<file path="config.mk">
export PLATFORM = sky130hd
export DESIGN_NAME = countdown_timer_with_alarm
export DESIGN_NICKNAME = d
export VERILOG_FILES = /design/src/rtl/tmr_pkg.sv /design/src/rtl/tmr_regs.sv /design/src/rtl/tmr_core.sv /design/src/rtl/countdown_timer_with_alarm.sv
export SDC_FILE = /design/constraint.sdc
export NUM_CORES = 1
export LEC_CHECK = 0
export ABC_AREA = 1
export BUFFER_PORTS_ARGS = -buffer_cell sky130_fd_sc_hd__clkbuf_2
export CORE_AREA = 2 2 228 230
export CTS_CLUSTER_SIZE = 25
export DETAILED_ROUTE_END_ITERATION = 10
export DIE_AREA = 0 0 230 232
export GPL_ROUTABILITY_DRIVEN = 0
export PLACE_DENSITY_LB_ADDON = 0.1
export SLEW_MARGIN = 10
export SYNTH_ARGS = -nofsm -noshare
export SYNTH_HDL_FRONTEND = slang
export SYNTH_SLANG_ARGS = --single-unit
</file>
<file path="constraint.sdc">
create_clock -name clk -period 16.26 [get_ports clk]
set_clock_uncertainty 0.1 [all_clocks]
set_input_delay 1.626 -clock clk [delete_from_list [all_inputs] [get_ports clk]]
set_output_delay 1.626 -clock clk [all_outputs]
set_load 0.01 [all_outputs]
</file>
<file path="src/rtl/tmr_pkg.sv">
// Package for the countdown timer: phase codes, action codes, register indexes,
// the configuration, state and result structs. No dependencies.
package tmr_pkg;

    typedef enum logic [1:0] {
        PH_SETUP = 2'd0,
        PH_RUN   = 2'd1,
        PH_PAUSE = 2'd2,
        PH_DONE  = 2'd3
    } phase_t;

    localparam logic [3:0] ACT_TICK       = 4'd0;
    localparam logic [3:0] ACT_FIELD_PREV = 4'd1;
    localparam logic [3:0] ACT_FIELD_NEXT = 4'd2;
    localparam logic [3:0] ACT_DIGIT      = 4'd3;
    localparam logic [3:0] ACT_UP         = 4'd4;
    localparam logic [3:0] ACT_DOWN       = 4'd5;
    localparam logic [3:0] ACT_START      = 4'd6;
    localparam logic [3:0] ACT_RESET      = 4'd7;
    localparam logic [3:0] ACT_DISMISS    = 4'd8;

    localparam logic [1:0] REG_BEEP_LENGTH = 2'd0;
    localparam logic [1:0] REG_SHORT_GAP   = 2'd1;
    localparam logic [1:0] REG_LONG_REST   = 2'd2;
    localparam logic [1:0] REG_ALARM_LIMIT = 2'd3;

    localparam int ADDR_W = 4;

    localparam logic [1:0] FIELD_HOURS   = 2'd0;
    localparam logic [1:0] FIELD_MINUTES = 2'd1;

    localparam logic [6:0]  HOURS_TOP   = 7'd99;
    localparam logic [6:0]  MS_TOP      = 7'd59;
    localparam logic [6:0]  MS_WRAP     = 7'd60;
    localparam logic [9:0]  MILLI_TOP   = 10'd999;
    localparam logic [15:0] AGE_TOP     = 16'hFFFF;

    typedef struct packed {
        logic [9:0]  beep_length_ms;
        logic [9:0]  short_gap_ms;
        logic [11:0] long_rest_ms;
        logic [15:0] alarm_limit_ms;
    } cfg_t;

    localparam cfg_t CFG_RESET = '{
        beep_length_ms: 10'd120,
        short_gap_ms:   10'd100,
        long_rest_ms:   12'd500,
        alarm_limit_ms: 16'd30000
    };

    typedef struct packed {
        phase_t      phase;
        logic [6:0]  set_hours;
        logic [6:0]  set_minutes;
        logic [6:0]  set_seconds;
        logic [1:0]  edit_index;
        logic [9:0]  left_millis;
        logic [5:0]  left_seconds;
        logic [5:0]  left_minutes;
        logic [6:0]  left_hours;
        logic        alarm_on;
        logic [15:0] alarm_age;
        logic [12:0] alarm_wait;
        logic [1:0]  alarm_stage;
        logic [9:0]  beep_left;
    } timer_state_t;

    localparam timer_state_t STATE_RESET = '{
        phase:        PH_SETUP,
        set_hours:    7'd0,
        set_minutes:  7'd5,
        set_seconds:  7'd0,
        edit_index:   2'd0,
        left_millis:  10'd0,
        left_seconds: 6'd0,
        left_minutes: 6'd0,
        left_hours:   7'd0,
        alarm_on:     1'b0,
        alarm_age:    16'd0,
        alarm_wait:   13'd0,
        alarm_stage:  2'd0,
        beep_left:    10'd0
    };

    typedef struct packed {
        logic        just_expired;
        logic        ringing;
        logic        tone_on;
        logic [1:0]  selected_field;
        logic [6:0]  shown_seconds;
        logic [6:0]  shown_minutes;
        logic [6:0]  shown_hours;
        logic [1:0]  phase_now;
    } result_t;

endpackage

</file>
<file path="src/rtl/tmr_regs.sv">
// APB configuration registers of the countdown timer (alarm pattern timing).
// Depends on tmr_pkg.
module tmr_regs (
    input  logic                         clk,
    input  logic                         rst_n,
    input  logic                         psel,
    input  logic                         penable,
    input  logic                         pwrite,
    input  logic [tmr_pkg::ADDR_W-1:0]   paddr,
    input  logic [31:0]                  pwdata,
    output logic [31:0]                  prdata,
    output logic                         pready,
    output tmr_pkg::cfg_t                cfg
);

    tmr_pkg::cfg_t cfg_reg;
    tmr_pkg::cfg_t cfg_next;
    logic          wr_en;
    logic [1:0]    reg_idx;

    assign pready  = 1'b1;
    assign wr_en   = psel & penable & pwrite & pready;
    assign reg_idx = paddr[3:2];
    assign cfg     = cfg_reg;

    always_comb
    begin
        cfg_next = cfg_reg;
        if (wr_en)
        begin
            case (reg_idx)
                tmr_pkg::REG_BEEP_LENGTH: cfg_next.beep_length_ms = pwdata[9:0];
                tmr_pkg::REG_SHORT_GAP:   cfg_next.short_gap_ms   = pwdata[9:0];
                tmr_pkg::REG_LONG_REST:   cfg_next.long_rest_ms   = pwdata[11:0];
                tmr_pkg::REG_ALARM_LIMIT: cfg_next.alarm_limit_ms = pwdata[15:0];
                default:                  cfg_next = cfg_reg;
            endcase
        end
    end

    always_ff @(posedge clk or negedge rst_n)
    begin
        if (!rst_n)
            cfg_reg <= tmr_pkg::CFG_RESET;
        else
            cfg_reg <= cfg_next;
    end

    always_comb
    begin
        case (reg_idx)
            tmr_pkg::REG_BEEP_LENGTH: prdata = {22'd0, cfg_reg.beep_length_ms};
            tmr_pkg::REG_SHORT_GAP:   prdata = {22'd0, cfg_reg.short_gap_ms};
            tmr_pkg::REG_LONG_REST:   prdata = {20'd0, cfg_reg.long_rest_ms};
            tmr_pkg::REG_ALARM_LIMIT: prdata = {16'd0, cfg_reg.alarm_limit_ms};
            default:                  prdata = 32'd0;
        endcase
    end

endmodule

</file>
<file path="src/rtl/tmr_core.sv">
// Timer state and its update for one item: editing, start/pause,
// cascaded ms/s/m/h countdown and the alarm sequencer. Depends on tmr_pkg.
module tmr_core (
    input  logic              clk,
    input  logic              rst_n,
    input  logic              fire,
    input  logic [3:0]        action,
    input  logic [3:0]        key_digit,
    input  tmr_pkg::cfg_t     cfg,
    output tmr_pkg::result_t  result
);

    tmr_pkg::timer_state_t state_reg;
    tmr_pkg::timer_state_t state_next;

    // start normalization, from the current set values
    logic       carry_s;
    logic       carry_m;
    logic [6:0] norm_s;
    logic [7:0] sum_m;
    logic [6:0] norm_m;
    logic [7:0] sum_h;
    logic [6:0] norm_h;
    logic       start_nz;

    // edit helpers
    logic [6:0]  cur_val;
    logic [6:0]  cur_top;
    logic [14:0] div_prod;
    logic [3:0]  cur_quot;
    logic [6:0]  cur_rem;
    logic [6:0]  digit_val;
    logic [6:0]  up_val;
    logic [6:0]  dec_val;
    logic [6:0]  down_val;
    logic [6:0]  edit_val;
    logic        edit_wr;
    logic        left_nz;
    logic        expired;

    always_comb
    begin
        carry_s  = state_reg.set_seconds > tmr_pkg::MS_TOP;
        norm_s   = carry_s ? state_reg.set_seconds - tmr_pkg::MS_WRAP : state_reg.set_seconds;
        sum_m    = {1'b0, state_reg.set_minutes} + {7'd0, carry_s};
        carry_m  = sum_m > {1'b0, tmr_pkg::MS_TOP};
        norm_m   = carry_m ? sum_m[6:0] - tmr_pkg::MS_WRAP : sum_m[6:0];
        sum_h    = {1'b0, state_reg.set_hours} + {7'd0, carry_m};
        norm_h   = (sum_h > {1'b0, tmr_pkg::HOURS_TOP}) ? tmr_pkg::HOURS_TOP : sum_h[6:0];
        start_nz = (norm_h != 7'd0) || (norm_m != 7'd0) || (norm_s != 7'd0);
    end

    always_comb
    begin
        case (state_reg.edit_index)
            tmr_pkg::FIELD_HOURS:   cur_val = state_reg.set_hours;
            tmr_pkg::FIELD_MINUTES: cur_val = state_reg.set_minutes;
            default:                cur_val = state_reg.set_seconds;
        endcase
        cur_top   = (state_reg.edit_index == tmr_pkg::FIELD_HOURS) ?
                    tmr_pkg::HOURS_TOP : tmr_pkg::MS_TOP;
        // divide by ten through a reciprocal, exact for 7-bit values
        div_prod  = {8'd0, cur_val} * 15'd205;
        cur_quot  = div_prod[14:11];
        cur_rem   = cur_val - 7'({cur_quot, 3'd0} + {2'd0, cur_quot, 1'b0});
        digit_val = 7'({cur_rem[3:0], 3'd0} + {2'd0, cur_rem[3:0], 1'b0}) + {3'd0, key_digit};
        up_val    = (cur_val >= cur_top) ? cur_top : cur_val + 7'd1;
        dec_val   = cur_val - 7'd1;
        down_val  = (cur_val == 7'd0) ? 7'd0 : ((dec_val > cur_top) ? cur_top : dec_val);
    end

    assign left_nz = (state_reg.left_millis != 10'd0) || (state_reg.left_seconds != 6'd0) ||
                     (state_reg.left_minutes != 6'd0) || (state_reg.left_hours != 7'd0);

    always_comb
    begin
        state_next = state_reg;
        expired    = 1'b0;
        edit_wr    = 1'b0;
        edit_val   = cur_val;

        if (action == tmr_pkg::ACT_TICK)
        begin
            if (state_next.alarm_on)
            begin
                if (state_next.alarm_age != tmr_pkg::AGE_TOP)
                    state_next.alarm_age = state_next.alarm_age + 16'd1;
                if (state_next.alarm_wait != 13'd0)
                    state_next.alarm_wait = state_next.alarm_wait - 13'd1;
                if (state_next.beep_left != 10'd0)
                    state_next.beep_left = state_next.beep_left - 10'd1;
            end
            if (state_reg.phase == tmr_pkg::PH_RUN)
            begin
                if (state_reg.left_millis != 10'd0)
                    state_next.left_millis = state_reg.left_millis - 10'd1;
                else if (state_reg.left_seconds != 6'd0)
                begin
                    state_next.left_seconds = state_reg.left_seconds - 6'd1;
                    state_next.left_millis  = tmr_pkg::MILLI_TOP;
                end
                else if (state_reg.left_minutes != 6'd0)
                begin
                    state_next.left_minutes = state_reg.left_minutes - 6'd1;
                    state_next.left_seconds = tmr_pkg::MS_TOP[5:0];
                    state_next.left_millis  = tmr_pkg::MILLI_TOP;
                end
                else if (state_reg.left_hours != 7'd0)
                begin
                    state_next.left_hours   = state_reg.left_hours - 7'd1;
                    state_next.left_minutes = tmr_pkg::MS_TOP[5:0];
                    state_next.left_seconds = tmr_pkg::MS_TOP[5:0];
                    state_next.left_millis  = tmr_pkg::MILLI_TOP;
                end
                if ((state_next.left_millis == 10'd0) && (state_next.left_seconds == 6'd0) &&
                    (state_next.left_minutes == 6'd0) && (state_next.left_hours == 7'd0))
                begin
                    state_next.phase = tmr_pkg::PH_DONE;
                    if (!state_next.alarm_on)
                    begin
                        state_next.alarm_on    = 1'b1;
                        state_next.alarm_age   = 16'd0;
                        state_next.alarm_wait  = 13'd0;
                        state_next.alarm_stage = 2'd0;
                    end
                    expired = 1'b1;
                end
            end
            if (state_next.alarm_on)
            begin
                if (state_next.alarm_age >= cfg.alarm_limit_ms)
                begin
                    state_next.alarm_on    = 1'b0;
                    state_next.alarm_stage = 2'd0;
                    state_next.beep_left   = 10'd0;
                end
                else if (state_next.alarm_wait == 13'd0)
                begin
                    case (state_next.alarm_stage)
                        2'd0:
                        begin
                            state_next.beep_left   = cfg.beep_length_ms;
                            state_next.alarm_wait  = {3'd0, cfg.beep_length_ms} +
                                                     {3'd0, cfg.short_gap_ms};
                            state_next.alarm_stage = 2'd1;
                        end
                        2'd1:
                        begin
                            state_next.beep_left   = cfg.beep_length_ms;
                            state_next.alarm_wait  = {3'd0, cfg.beep_length_ms} +
                                                     {1'b0, cfg.long_rest_ms};
                            state_next.alarm_stage = 2'd2;
                        end
                        default:
                        begin
                            state_next.alarm_stage = 2'd0;
                            state_next.alarm_wait  = 13'd0;
                        end
                    endcase
                end
            end
        end
        else
        begin
            // go to setup on reset (or dismiss when done); start pauses a run, resumes a pause, else starts
            if (((state_reg.phase == tmr_pkg::PH_DONE) &&
                 ((action == tmr_pkg::ACT_DISMISS) || (action == tmr_pkg::ACT_RESET))) ||
                ((state_reg.phase != tmr_pkg::PH_DONE) && (action == tmr_pkg::ACT_RESET)))
            begin
                state_next.alarm_on     = 1'b0;
                state_next.alarm_stage  = 2'd0;
                state_next.beep_left    = 10'd0;
                state_next.phase        = tmr_pkg::PH_SETUP;
                state_next.edit_index   = 2'd0;
                state_next.left_millis  = 10'd0;
                state_next.left_seconds = 6'd0;
                state_next.left_minutes = 6'd0;
                state_next.left_hours   = 7'd0;
            end
            else if (action == tmr_pkg::ACT_START)
            begin
                case (state_reg.phase)
                    tmr_pkg::PH_RUN:   state_next.phase = tmr_pkg::PH_PAUSE;
                    tmr_pkg::PH_PAUSE:
                    begin
                        if (left_nz)
                            state_next.phase = tmr_pkg::PH_RUN;
                    end
                    default:
                    begin
                        if (state_reg.phase == tmr_pkg::PH_DONE)
                        begin
                            state_next.alarm_on    = 1'b0;
                            state_next.alarm_stage = 2'd0;
                            state_next.beep_left   = 10'd0;
                        end
                        state_next.set_hours   = norm_h;
                        state_next.set_minutes = norm_m;
                        state_next.set_seconds = norm_s;
                        if (start_nz)
                        begin
                            state_next.left_millis  = 10'd0;
                            state_next.left_seconds = norm_s[5:0];
                            state_next.left_minutes = norm_m[5:0];
                            state_next.left_hours   = norm_h;
                            state_next.phase        = tmr_pkg::PH_RUN;
                        end
                    end
                endcase
            end
            else if (state_reg.phase == tmr_pkg::PH_SETUP)
            begin
                case (action)
                    tmr_pkg::ACT_FIELD_PREV:
                    begin
                        case (state_reg.edit_index)
                            2'd0:    state_next.edit_index = 2'd2;
                            2'd1:    state_next.edit_index = 2'd0;
                            default: state_next.edit_index = 2'd1;
                        endcase
                    end
                    tmr_pkg::ACT_FIELD_NEXT:
                    begin
                        case (state_reg.edit_index)
                            2'd0:    state_next.edit_index = 2'd1;
                            2'd1:    state_next.edit_index = 2'd2;
                            default: state_next.edit_index = 2'd0;
                        endcase
                    end
                    tmr_pkg::ACT_DIGIT:
                    begin
                        edit_wr  = key_digit <= 4'd9;
                        edit_val = digit_val;
                    end
                    tmr_pkg::ACT_UP:
                    begin
                        edit_wr  = 1'b1;
                        edit_val = up_val;
                    end
                    tmr_pkg::ACT_DOWN:
                    begin
                        edit_wr  = 1'b1;
                        edit_val = down_val;
                    end
                    default:
                    begin
                        edit_wr = 1'b0;
                    end
                endcase
                if (edit_wr)
                begin
                    case (state_reg.edit_index)
                        tmr_pkg::FIELD_HOURS:   state_next.set_hours   = edit_val;
                        tmr_pkg::FIELD_MINUTES: state_next.set_minutes = edit_val;
                        default:                state_next.set_seconds = edit_val;
                    endcase
                end
            end
        end
    end

    always_ff @(posedge clk or negedge rst_n)
    begin
        if (!rst_n)
            state_reg <= tmr_pkg::STATE_RESET;
        else if (fire)
            state_reg <= state_next;
    end

    always_comb
    begin
        result.phase_now = state_next.phase;
        if (state_next.phase == tmr_pkg::PH_SETUP)
        begin
            result.shown_hours   = state_next.set_hours;
            result.shown_minutes = state_next.set_minutes;
            result.shown_seconds = state_next.set_seconds;
        end
        else
        begin
            result.shown_hours   = state_next.left_hours;
            result.shown_minutes = {1'b0, state_next.left_minutes};
            result.shown_seconds = {1'b0, state_next.left_seconds};
        end
        result.selected_field = state_next.edit_index;
        result.tone_on        = state_next.beep_left != 10'd0;
        result.ringing        = state_next.alarm_on;
        result.just_expired   = expired;
    end

endmodule

</file>
<file path="src/rtl/countdown_timer_with_alarm.sv">
// Top level of the HH:MM:SS countdown timer with alarm: input register, timer
// core, result register and APB registers. Depends on tmr_pkg, tmr_regs, tmr_core.
//
//   channel   | direction | payload
//   s_axis    | in        | tdata[3:0] action, tdata[7:4] key_digit
//   m_axis    | out       | tdata[27:0] result fields, [31:28] zero
//   apb       | in/out    | 4 timing registers at byte offsets 0, 4, 8, 12
//
// One item per cycle while the output is not stalled; an item's result passes through
// the input register, then the core update into the result register.
// The input register accepts a new item while a result waits downstream, if it holds none.
// Reset is asynchronous, active low; no clearing pass is needed.
module countdown_timer_with_alarm (
    input  logic                        clk,
    input  logic                        rst_n,
    input  logic                        s_axis_tvalid,
    output logic                        s_axis_tready,
    input  logic [7:0]                  s_axis_tdata,  // [3:0] action, [7:4] key_digit
    output logic                        m_axis_tvalid,
    input  logic                        m_axis_tready,
    // [1:0] phase_now, [8:2] shown_hours, [15:9] shown_minutes, [22:16] shown_seconds,
    // [24:23] selected_field, [25] tone_on, [26] ringing, [27] just_expired
    output logic [31:0]                 m_axis_tdata,
    input  logic                        psel,
    input  logic                        penable,
    input  logic                        pwrite,
    input  logic [tmr_pkg::ADDR_W-1:0]  paddr,
    input  logic [31:0]                 pwdata,
    output logic [31:0]                 prdata,
    output logic                        pready
);

    tmr_pkg::cfg_t    cfg;
    tmr_pkg::result_t core_result;

    logic             in_valid_reg;
    logic             in_valid_next;
    logic [3:0]       in_action_reg;
    logic [3:0]       in_digit_reg;
    logic             out_valid_reg;
    logic             out_valid_next;
    tmr_pkg::result_t out_data_reg;
    logic             advance;
    logic             s_fire;

    assign advance       = in_valid_reg & (~out_valid_reg | m_axis_tready);
    assign s_axis_tready = ~in_valid_reg | advance;
    assign s_fire        = s_axis_tvalid & s_axis_tready;

    assign in_valid_next  = s_fire | (in_valid_reg & ~advance);
    assign out_valid_next = advance | (out_valid_reg & ~m_axis_tready);

    always_ff @(posedge clk or negedge rst_n)
    begin
        if (!rst_n)
        begin
            in_valid_reg  <= 1'b0;
            out_valid_reg <= 1'b0;
        end
        else
        begin
            in_valid_reg  <= in_valid_next;
            out_valid_reg <= out_valid_next;
        end
    end

    always_ff @(posedge clk)
    begin
        if (s_fire)
        begin
            in_action_reg <= s_axis_tdata[3:0];
            in_digit_reg  <= s_axis_tdata[7:4];
        end
        if (advance)
            out_data_reg <= core_result;
    end

    tmr_regs u_regs (
        .clk     (clk),
        .rst_n   (rst_n),
        .psel    (psel),
        .penable (penable),
        .pwrite  (pwrite),
        .paddr   (paddr),
        .pwdata  (pwdata),
        .prdata  (prdata),
        .pready  (pready),
        .cfg     (cfg)
    );

    tmr_core u_core (
        .clk       (clk),
        .rst_n     (rst_n),
        .fire      (advance),
        .action    (in_action_reg),
        .key_digit (in_digit_reg),
        .cfg       (cfg),
        .result    (core_result)
    );

    assign m_axis_tvalid = out_valid_reg;
    assign m_axis_tdata  = {4'd0, out_data_reg};

endmodule

</file>
---- Word-level counts from Yosys, hierarchy flattened ----
Cells that the tools add are included.
storage, ports and cells
  bits in registers ....................... 182
  output and inout bits ................... 67
  input port bits ......................... 51
  word-level logic and storage cells ...... 219
operators by class
  $mul .................................... 1
  magnitude comparators ................... 7
  eq/ne operators ......................... 20
  add/subtract/negate cells ............... 19
  mux-type cells .......................... 77
  reduce and logical (&&, ||, !) cells .... 49
  bitwise gates (word level) .............. 14
operators by type and width
  operator                                                              number
  32-bit one-hot mux with 4 select lines                                1
  61-bit two-way mux                                                    2
  30-bit two-way mux                                                    3
  29-bit two-way mux                                                    3
  21-bit two-way mux                                                    4
  7-bit two-way mux                                                     11
  12-bit two-way mux                                                    6
  32-bit two-way mux                                                    2
  10-bit two-way mux                                                    6
  19-bit two-way mux                                                    3
  25-bit two-way mux                                                    2
  23-bit two-way mux                                                    2
  13-bit two-way mux                                                    3
  16-bit two-way mux                                                    2
  31-bit two-way mux                                                    1
  15-bit one-hot mux with 2 select lines                                1
  10-bit nonzero test                                                   3
  7-bit nonzero test                                                    4
  22-bit two-way mux                                                    1
  7-bit one-hot mux with 3 select lines                                 1
  20-bit two-way mux                                                    1
  10-bit by 1-bit subtractor with 10-bit output, second input constant  2
  16-bit by 1-bit adder with 16-bit output, second input constant       1
  7-bit by 1-bit adder with 8-bit output                                2
  other kinds (51)                                                      120

---- Longest topological paths before layout ----
  depth in word-level cells ............... 22
  mapped depth ............................ 40
  mapped depth without buffers ............ 40

---- Cells and area by module ----
Synthesis repeated with hierarchy kept, for this count alone.
second synthesis, totals
  cells, all modules ...................... 2306
  area, all modules ....................... 15852.7 um^2
by module, submodules not included
  module                      sequential area each (um^2)  instances  area each (um^2)  cells each
  tmr_core                    2404.8                       1          12279.3           1945
  tmr_regs                    1226.2                       1          2363.5            308
  countdown_timer_with_alarm  1131.1                       1          1209.9            53

---- Worst setup path before layout ----
No wires, ideal clock.
  path type ............................... register to register
  start point ............................. reg u_core.state_reg[72] in the netlist's numbering
  end point ............................... reg out_data_reg, in the netlist m_axis_tdata[13] (data pin)
  clock period less this slack ............ 6502 ps
  setup time .............................. 252 ps
  buffers on the path ..................... 1
  slack ................................... 9758 ps
  arrival ................................. 6149 ps
  data required time ...................... 15908 ps
  stages on the path, launching flop included .. 38
  path through ............................ dfrtp_1 buf_6 nor2_4 inv_2 o22ai_1 a21oi_1 inv_2 nand2_1 inv_1 nor2_1 inv_1 fa_1 inv_1 ha_1 inv_1 fa_1 inv_1 ha_1 [... 2 more ...] a21oi_1 o31ai_1 xnor2_1 inv_1 ha_1 xor2_1 fa_1 inv_1 fa_1 o21ai_0 a21oi_1 nor2_1 nand2_1 o22ai_1 a21oi_1 or2_1 nand2_1 nand2_1
RTL lines
  item                    line                              text
  from (decl)             tmr_core.sv:13                    tmr_pkg::timer_state_t state_reg;
  from (signal assigned)  tmr_core.sv:265                   state_reg <= tmr_pkg::STATE_RESET;
  from (signal assigned)  tmr_core.sv:267                   state_reg <= state_next;
  to (signal assigned)    countdown_timer_with_alarm.sv:75  out_data_reg <= core_result;
  to (decl)               countdown_timer_with_alarm.sv:42  tmr_pkg::result_t out_data_reg;

==> impl_metrics.tcl <==
set metrics [dict create \
    outcome "complete, no violations" \
    grt_max_degree 97 \
    maxSlewHeadroom_pct 27.7 \
    synth-compound-area-share_pct 17.2 \
    syn_area_um2 15100 \
    ys_seq_area_share_pct 31.5 \
    hold_path_end "u_regs.cfg[9]" \
    drive_gt1_share_pct 9.04 \
    swShare_pct 53.1 \
    core.rowCount 83 \
    grt_pass1_vias 13400 \
    fin_setup_tns_ns 0 \
    cts.sinks 182 \
    dpl_worst_slack_ns 8.13 \
    cts_buffer_depth 2 \
    path_clk_slew_ns 0.08 \
    coreArea_um2 50900 \
    comb_power_share_pct 67.6 \
    ys.flop_type "dfrtp_1" \
    hold_start "u_regs.cfg[9]" \
    cp_slowest_stage_delay_ns 0.61 \
    dr_total_vias 14100 \
    synth_edf_count 36 \
    synth_fa_ha_area_share_pct 10.1 \
    cts_made_buffers 17 \
    drc_errors 0 \
    insertion_delay_ns 0.51 \
    diodes 0 \
    ir_drop_mv 0.761 \
    root_buffer "clkbuf_16" \
    critical_path_arrival_ns 8.24 \
    criticalPathCategory "register to register" \
    fin_ws_ns 8.15 \
    ys_seq_elements 182 \
    die_w_um 230 \
    cap_violations 0 \
    switchingPower_mw 1.94 \
    syn2layout_area_growth_pct 10.1 \
    power.leakage_nw 7.91 \
    grt_pass1_wl_um 76700 \
    min_path_type "register to register" \
    rr_startpoint "u_core.state_reg[72]" \
    nets 2377 \
    yosys_warnings 0 \
    grt_usage_pct 18.5 \
    finalNonFillerCells 2904 \
    synth_cell_type_count 65 \
    initial_core_util_pct 29.7 \
    cts_tree "built" \
    dr.pass1.iters 5 \
    synth_top_family_by_area "simple AND/OR/NAND/NOR gates" \
    postCtsSetupBuffers 0 \
    synth_area_per_cell_um2 6.97 \
    muxShareOfSynthArea_pct 0.0662 \
    internal_power_mw 1.71 \
    finalSetupViolCount 0 \
    fmax_ghz 0.123 \
    r2r_slack_ns 8.15 \
    critPathMaxFanout 10 \
    fill_cells 5574 \
    cp-end-kind "register" \
    reg2reg_to "m_axis_tdata[7]" \
    finalCriticalPeriod_ns 8.11 \
    antenna_found_initial 0 \
    largest_reg_flops 96 \
    hold_buffers 0 \
    hold_viol 0 \
    dp.cells 2872 \
    dieArea_um2 53400 \
    wl_per_cell_um 16.6 \
    reg2regPathDepth 36 \
    p_per_area_nw_per_um2 219 \
    power_frac_seq_pct 20.4 \
    die_h_um 232 \
    htreeDepth 4 \
    min_path_cells 2 \
    async_reset_ff_share_pct 80.2 \
    cts_resized 0 \
    pin_count 118 \
    crit_required_ns 16.39 \
    finalMaxSlewViolations 0 \
    ant_nets 0 \
    routed_wl_um 48300 \
    period_share_pct 49.9 \
    syn_inst 2169 \
    grt-ovfl-total 0 \
    via_per_inst 4.86 \
    crit_top_cell "inv_1" \
    rsz0062_at_grt "false" \
    cp-start-kind "register" \
    numPortBuffers 78 \
    drt-initial-drc-count 1135 \
    worst_slew_pin_slew_ns 1.08 \
    yosys.area_share.simple_pct 27.0 \
    critPathSlowestCell "dfrtp_1" \
    synthXorXnorAreaFrac_pct 3.94 \
    hpwl_um 36600 \
    clock_power_share_pct 12.0 \
]
-- through the flow --
stage	hold slack (ns)	total power, mW	utilization, %	cell area, um2
2_1_floorplan	0.352	2.58	-	15200
3_3_place_gp	0.366	3.20	31.6	16100
3_5_place_dp	0.373	3.23	31.6	16100
4_1_cts	0.392	3.69	32.7	16700
5_1_grt	0.415	4.11	32.7	16700
6_report	0.391	3.65	32.7	16700
-- synth_stat cells (3+ instances only) --
| master | instances | share of area [%] |
|---|---|---|
| a211oi_1 | 3 | 0.15 |
| a21o_1 | 3 | 0.15 |
| a21oi_1 | 113 | 3.7 |
| a22oi_1 | 12 | 0.60 |
| a31oi_1 | 11 | 0.45 |
| and2_1 | 3 | 0.12 |
| buf_1 | 7 | 0.17 |
| buf_2 | 15 | 0.50 |
| buf_4 | 25 | 1.2 |
| clkbuf_1 | 34 | 0.84 |
| clkinv_1 | 5 | 0.12 |
| dfrtp_1 | 124 | 21 |
| dfstp_2 | 22 | 3.8 |
| edfxtp_1 | 36 | 7.1 |
| fa_1 | 12 | 1.6 |
| ha_1 | 103 | 8.5 |
| inv_1 | 268 | 6.7 |
| inv_2 | 18 | 0.45 |
| nand2_1 | 574 | 14 |
| nand2_2 | 8 | 0.33 |
| nand3_1 | 106 | 3.5 |
| nand4_1 | 26 | 1.1 |
| nor2_1 | 190 | 4.7 |
| nor2_2 | 17 | 0.70 |
| nor2_4 | 4 | 0.30 |
| nor3_1 | 19 | 0.63 |
| nor4_1 | 9 | 0.37 |
| o2111ai_1 | 10 | 0.58 |
| o211ai_1 | 15 | 0.74 |
| o21a_1 | 4 | 0.20 |
| o21ai_0 | 195 | 6.5 |
| o21ai_1 | 19 | 0.63 |
| o21bai_1 | 7 | 0.35 |
| o221ai_1 | 6 | 0.35 |
| o22ai_1 | 26 | 1.1 |
| o31ai_1 | 13 | 0.65 |
| or2_2 | 3 | 0.12 |
| xnor2_1 | 10 | 0.58 |
| xor2_1 | 58 | 3.4 |
-- metal layers --
metal | up-vias | GRT usage (%) | wire [um]
met5 | - | 0 | 0
met4 | 0 | 5.24 | 725
met3 | 44 | 2.93 | 1850
met2 | 270 | 27.5 | 20700
met1 | 6602 | 27.4 | 25000
li1 | 7210 | - | -
-- cells by family after synthesis --
kind of cell               after synthesis
DFF                                    182
buffers and inverters                  374
AOI/OAI and AO/OA                      456
xor gates and xnor gates                68
other                                    2
adders and majority gates              115
muxes                                    1
and+or+nand+nor                        971
-- worst max-delay path by stage --
stage	startpoint	to	slack [ns]	cells after the start
3_5_place_dp	u_core.state_reg[72]	m_axis_tdata[7]	8.13	34
6_report	u_core.state_reg[72]	m_axis_tdata[7]	8.15	36
3_3_place_gp	u_core.state_reg[72]	m_axis_tdata[7]	8.14	34
5_1_grt	u_core.state_reg[72]	m_axis_tdata[7]	7.69	34
2_1_floorplan	u_core.state_reg[72]	m_axis_tdata[13]	9.76	37
4_1_cts	u_core.state_reg[72]	m_axis_tdata[7]	8.12	34
-- final cells by class --
cell class / instances / area [um2] / area share [%]
multi-input cells: 1632 / 8910 / 53.5
inverters: 291 / 1090 / 6.57
repair buffers: 87 / 464 / 2.79
clock inverters: 13 / 143 / 0.856
flip-flops and latches: 182 / 4760 / 28.6
well taps: 680 / 851 / 5.11
clock buffers: 19 / 433 / 2.60
-- power by group through the flow --
| stage | combinational, mW | sequential [mW] | clock (mW) |
|---|---|---|---|
| 2_1_floorplan | 1.86 | 0.712 | 0 |
| 3_3_place_gp | 2.45 | 0.751 | 0 |
| 3_5_place_dp | 2.47 | 0.753 | 0 |
| 4_1_cts | 2.49 | 0.745 | 0.454 |
| 5_1_grt | 2.87 | 0.766 | 0.473 |
| 6_report | 2.47 | 0.746 | 0.437 |
-- cell usage in the layout (no fill, tap or decap), types with 18 or more instances in the layout --
cell type	count
a21oi_1	113
clkbuf_2	77
conb_1	21
dfrtp_1	124
dfstp_2	22
edfxtp_1	36
ha_1	103
inv_1	268
nand2_1	574
nand3_1	106
nand4_1	26
nor2_1	189
nor2_2	18
nor3_1	19
o21ai_0	195
o21ai_1	19
o22ai_1	26
xor2_1	58
-- worst max-delay path: cells and delay by family (launching register included) --
| family | cells | cell delay [ns] |
|---|---|---|
| flops | 1 | 0.61 |
| compound gates | 10 | 1.90 |
| fa+ha+maj | 7 | 2.64 |
| xor+xnor | 3 | 0.61 |
| simple gates | 7 | 1.12 |
| buf+inv | 9 | 0.91 |
Power figures use the tool's default switching activity.
